[src/rtl/core/vn2d_pkg.sv]
package vn2d_pkg;

  // Field width of every vector and unit component on the ports
  localparam int DATA_W = 32;
  localparam int STATUS_W = 2;

  // Parameter defaults
  localparam int IN_WIDTH_DEF = 32;
  localparam int OUT_FRAC_DEF = 30;

  typedef enum logic [STATUS_W-1:0] {
    ST_NORM     = 2'd0,
    ST_FALLBACK = 2'd1,
    ST_INVALID  = 2'd2
  } status_t;

  // Per-item control that rides alongside the arithmetic
  typedef struct packed {
    status_t             status;
    logic                sign_x;
    logic                sign_y;
    logic [DATA_W-1:0]   alt_x;
    logic [DATA_W-1:0]   alt_y;
  } ctl_t;

endpackage

[src/rtl/core/vn2d_front.sv]
module vn2d_front #(
  parameter int IN_WIDTH = vn2d_pkg::IN_WIDTH_DEF
) (
  input  logic                        clk,
  input  logic                        rst,
  input  logic                        push,
  output logic                        full,
  input  logic                        in_ok,
  input  logic [vn2d_pkg::DATA_W-1:0] vec_x,
  input  logic [vn2d_pkg::DATA_W-1:0] vec_y,
  input  logic [vn2d_pkg::DATA_W-1:0] fallback_x,
  input  logic [vn2d_pkg::DATA_W-1:0] fallback_y,
  output logic                        q_valid,
  input  logic                        q_pop,
  output vn2d_pkg::ctl_t              q_ctl,
  output logic [2*IN_WIDTH-1:0]       q_sq_x,
  output logic [2*IN_WIDTH-1:0]       q_sq_y
);
  import vn2d_pkg::*;

  localparam int MW = IN_WIDTH;
  localparam int PW = 2 * IN_WIDTH;

  logic [MW-1:0] raw_x, raw_y, mag_x, mag_y;
  logic [PW-1:0] sq_x, sq_y;
  ctl_t          ctl_in;
  logic          wr_en, rd_en, wr_idx;

  ctl_t          ent_ctl  [2];
  logic [PW-1:0] ent_sq_x [2];
  logic [PW-1:0] ent_sq_y [2];
  logic [1:0]    cnt;
  logic          head;

  // Classify: magnitudes, their squares, signs and the status of the item
  always_comb begin
    raw_x = vec_x[MW-1:0];
    raw_y = vec_y[MW-1:0];
    mag_x = raw_x[MW-1] ? (~raw_x + MW'(1)) : raw_x;
    mag_y = raw_y[MW-1] ? (~raw_y + MW'(1)) : raw_y;
    sq_x  = PW'(mag_x) * PW'(mag_x);
    sq_y  = PW'(mag_y) * PW'(mag_y);
    ctl_in.sign_x = raw_x[MW-1];
    ctl_in.sign_y = raw_y[MW-1];
    if (!in_ok) begin
      ctl_in.status = ST_INVALID;
      ctl_in.alt_x  = '0;
      ctl_in.alt_y  = '0;
    end else if (raw_x == '0 && raw_y == '0) begin
      ctl_in.status = ST_FALLBACK;
      ctl_in.alt_x  = fallback_x;
      ctl_in.alt_y  = fallback_y;
    end else begin
      ctl_in.status = ST_NORM;
      ctl_in.alt_x  = '0;
      ctl_in.alt_y  = '0;
    end
  end

  assign full    = (cnt == 2'd2);
  assign q_valid = (cnt != 2'd0);
  assign wr_en   = push && !full;
  assign rd_en   = q_pop && q_valid;
  assign wr_idx  = head ^ cnt[0];

  // Two-entry queue toward the back end
  always_ff @(posedge clk) begin
    if (rst) begin
      cnt  <= 2'd0;
      head <= 1'b0;
    end else begin
      cnt  <= cnt + {1'b0, wr_en} - {1'b0, rd_en};
      head <= head ^ rd_en;
    end
  end

  always_ff @(posedge clk) begin
    if (wr_en) begin
      ent_ctl[wr_idx]  <= ctl_in;
      ent_sq_x[wr_idx] <= sq_x;
      ent_sq_y[wr_idx] <= sq_y;
    end
  end

  assign q_ctl  = ent_ctl[head];
  assign q_sq_x = ent_sq_x[head];
  assign q_sq_y = ent_sq_y[head];

endmodule

[config.mk]
export PLATFORM = sky130hd
export DESIGN_NAME = vn2d_front
export DESIGN_NICKNAME = d
export VERILOG_FILES = /design/src/rtl/core/vn2d_pkg.sv /design/src/rtl/core/vn2d_front.sv
export SDC_FILE = /design/constraint.sdc
export NUM_CORES = 2
export LEC_CHECK = 0
export BUFFER_PORTS_ARGS = -buffer_cell sky130_fd_sc_hd__buf_2
export CELL_PAD_IN_SITES_DETAIL_PLACEMENT = 0
export CELL_PAD_IN_SITES_GLOBAL_PLACEMENT = 1
export CORE_ASPECT_RATIO = 1.2
export CORE_MARGIN = 5
export CORE_UTILIZATION = 52
export CTS_CLUSTER_DIAMETER = 120
export DETAILED_ROUTE_END_ITERATION = 10
export PLACE_DENSITY = 0.93
export SYNTH_ARGS = -nofsm -noshare
export SYNTH_HDL_FRONTEND = slang
export SYNTH_SLANG_ARGS = --single-unit
[constraint.sdc]
create_clock -name clk -period 12.3 [get_ports clk]
set_clock_uncertainty 0.05 [all_clocks]
set_input_delay 1.23 -clock clk [delete_from_list [all_inputs] [get_ports clk]]
set_output_delay 1.23 -clock clk [all_outputs]
set_load 0.05 [all_outputs]
==> impl_metrics.json <==
{
  "routed_wl_um": 201000,
  "drcViolationCount": 0,
  "worstPathArrival_ns": 11.65,
  "slew_headroom_pct": 21.7,
  "die_h_um": 419,
  "dpl-instance-area_sq_um": 76900,
  "fin_area_sq_um": 78400,
  "post-place-ws_ns": 0.435,
  "avgSynthCellArea_sq_um": 10.2,
  "wire_per_inst_um": 21.6,
  "cts_tree": "done",
  "layout-drive-gt1-share_pct": 10.4,
  "synthCells": 7099,
  "grt.overflow.total": 0,
  "fin_tns_setup_ns": 0,
  "worst-endpoint-required_ns": 12.60,
  "drv_cap": 0,
  "grt_pass1_vias": 56100,
  "synth_cell_type_count": 74,
  "synth-main-ff-cell": "edfxtp_1",
  "tightest_slew_ns": 1.18,
  "postCtsHoldBufs": 0,
  "grt_pass1_wl_um": 311000,
  "cp_slowest_cell": "or3_1",
  "rows": 150,
  "drtAntennaViolNets": 0,
  "port_buffers": 328,
  "worst-path-max-fanout": 19,
  "path_common_cell": "fa_1",
  "coreArea_sq_um": 139000,
  "fillers": 12000,
  "met3WireLength_um": 17500,
  "wl_met2_um": 98000,
  "finalMaxSlewViolations": 0,
  "drtIter0Drc": 3602,
  "place.gp.congestion": 0.995,
  "synth_area_sq_um": 72400,
  "rsz0062_at_grt": "no",
  "die_x_um": 351,
  "antenna_found_initial": 4,
  "hpwl_um": 165000,
  "cts_resized": 0,
  "drt-pass1-iter-count": 6,
  "synth_area_leaders": "fa_1 44%, edfxtp_1 16%, inv_1 10%",
  "outcome": "completed",
  "root_buffer": "clkbuf_16",
  "cts_buffers": 43,
  "start_util_pct": 52.2,
  "ys_seq_elements": 391,
  "synth_top_area_cell": "fa_1",
  "synth-seq-area-share_pct": 16.2,
  "dieArea_sq_um": 147000,
  "yosysWarnings": 0,
  "top_layer_used": "met4",
  "cts.sinks": 391,
  "finalHoldViolCount": 0,
  "synth_enable_flop_cells": 388,
  "setup_viol_count_final": 0,
  "postCtsSetupBuffers": 0,
  "grt_usage_pct": 27.8,
  "viasPerCell": 5.46,
  "vias": 50800,
  "post-synth-top-count-cell": "inv_1",
  "syn2layout_area_growth_pct": 8.19,
  "synth_commonest_cells": "1980 x inv_1, 1590 x fa_1, 573 x nand2_1",
  "setup_ws_ns": 0.956,
  "clock_path_buffers": 3,
  "cts.htree.levels": 2,
  "min_path_type": "reg2reg",
  "clkTransAtPathRegs_ns": 0.06,
  "hold_ws_ns": 0.554,
  "cp-end-kind": "flop",
  "fin_crit_sh_pct": 92.2,
  "period_needed_ns": 11.34,
  "cp-start-kind": "input pin",
  "fmax_mhz": 88.2,
  "grt_max_degree": 123,
  "synth.top_cell.area_share_pct": 43.9,
  "io_pins": 331,
  "routedLengthMet1_um": 70600,
  "crit_type": "in2reg",
  "worst_skew_pair.late_latency_ns": 0.60,
  "nets": 9734,
  "postSynth.asyncResetShare_pct": 0,
  "slowest_delay_ns": 0.68
}
-- cell families after synthesis --
| logic type | count (synthesis) | share of synthesized area [%] |
|---|---|---|
| other | 2 | 0.0104 |
| flip-flops | 391 | 16.2 |
| buffers and inverters | 2227 | 11.6 |
| AND/OR/NAND/NOR | 1383 | 7.97 |
| AO/OA/AOI/OAI | 494 | 4.41 |
| XOR/XNOR | 246 | 3.00 |
| adder cells (fa/ha/maj) | 2158 | 53.8 |
| multiplexers | 198 | 3.07 |
-- cell usage in the layout (no fill, tap or decap), types with 11 or more instances in the layout --
| cell | netlist | layout |
|---|---|---|
| nor3_1 | 26 | 26 |
| buf_4 | 5 | 140 |
| xor2_1 | 99 | 98 |
| xnor2_1 | 145 | 134 |
| nand2b_1 | 20 | 20 |
| inv_1 | 1980 | 1980 |
| conb_1 | 2 | 54 |
| ha_1 | 568 | 568 |
| nand3_1 | 31 | 31 |
| and3_1 | 22 | 22 |
| a21o_1 | 85 | 85 |
| clkbuf_16 | 0 | 45 |
| nor2b_1 | 14 | 13 |
| nand4_1 | 20 | 20 |
| o21bai_1 | 35 | 35 |
| a21oi_1 | 151 | 151 |
| nor2_1 | 570 | 569 |
| nand2_1 | 573 | 573 |
| o21ai_0 | 93 | 93 |
| buf_2 | 11 | 328 |
| edfxtp_1 | 388 | 388 |
| xnor2_2 | 0 | 11 |
| mux2_2 | 196 | 196 |
| fa_1 | 1590 | 1590 |
| and2_1 | 69 | 69 |
| clkinv_1 | 17 | 28 |
| o31ai_1 | 17 | 17 |
| a31oi_1 | 24 | 24 |
-- layer usage --
metal	up-vias	global-route usage [%]
li1	21800	-
met1	25900	33.6
met2	2342	46.8
met3	680	5.21
met4	0	16.3
met5	-	0
-- sequential cells by signal, summed over array words and instances (netlist names) --
register / cells
cnt: 2
ent_ctl: 136
ent_sq_x: 126
ent_sq_y: 126
head: 1
-- through the flow --
step | util, % | instances
4_1_cts | 56.4 | 9299
5_1_grt | 56.4 | 9300
2_1_floorplan | - | 7151
6_report | 56.4 | 9302
3_3_place_gp | 55.4 | 9222
3_5_place_dp | 55.4 | 9222
-- critical path: cells and delay by family --
| family | cells | cell delay, ns |
|---|---|---|
| XOR/XNOR | 2 | 0.32 |
| AO/OA/AOI/OAI | 9 | 2.61 |
| adder cells (fa/ha/maj) | 9 | 4.37 |
| buffers and inverters | 7 | 0.71 |
| AND/OR/NAND/NOR | 8 | 2.38 |
-- final timing paths --
kind,slack (ns),depth (start not counted),startpoint,end
max,0.96,35,vec_x[11],ent_sq_x[0][57]
min,0.55,3,cnt[1],cnt[1]
max reg2reg,8.40,5,head,ent_sq_x[1][21]
min reg2reg,0.55,3,cnt[1],cnt[1]
-- final cells by class --
type	count	area, sq um	area share (%)
flip-flops and latches	391	11700	14.9
multi-input cells	4533	52600	67.1
inverters	2003	7520	9.59
repair buffers	471	2750	3.51
clock buffers	48	1140	1.45
clock inverters	29	330	0.422
well taps	1824	2280	2.91
diodes	3	7.51	0.00958
Power is not shown: default switching activity piles up to over one toggle a cycle in this logic, so the estimate is an artifact.
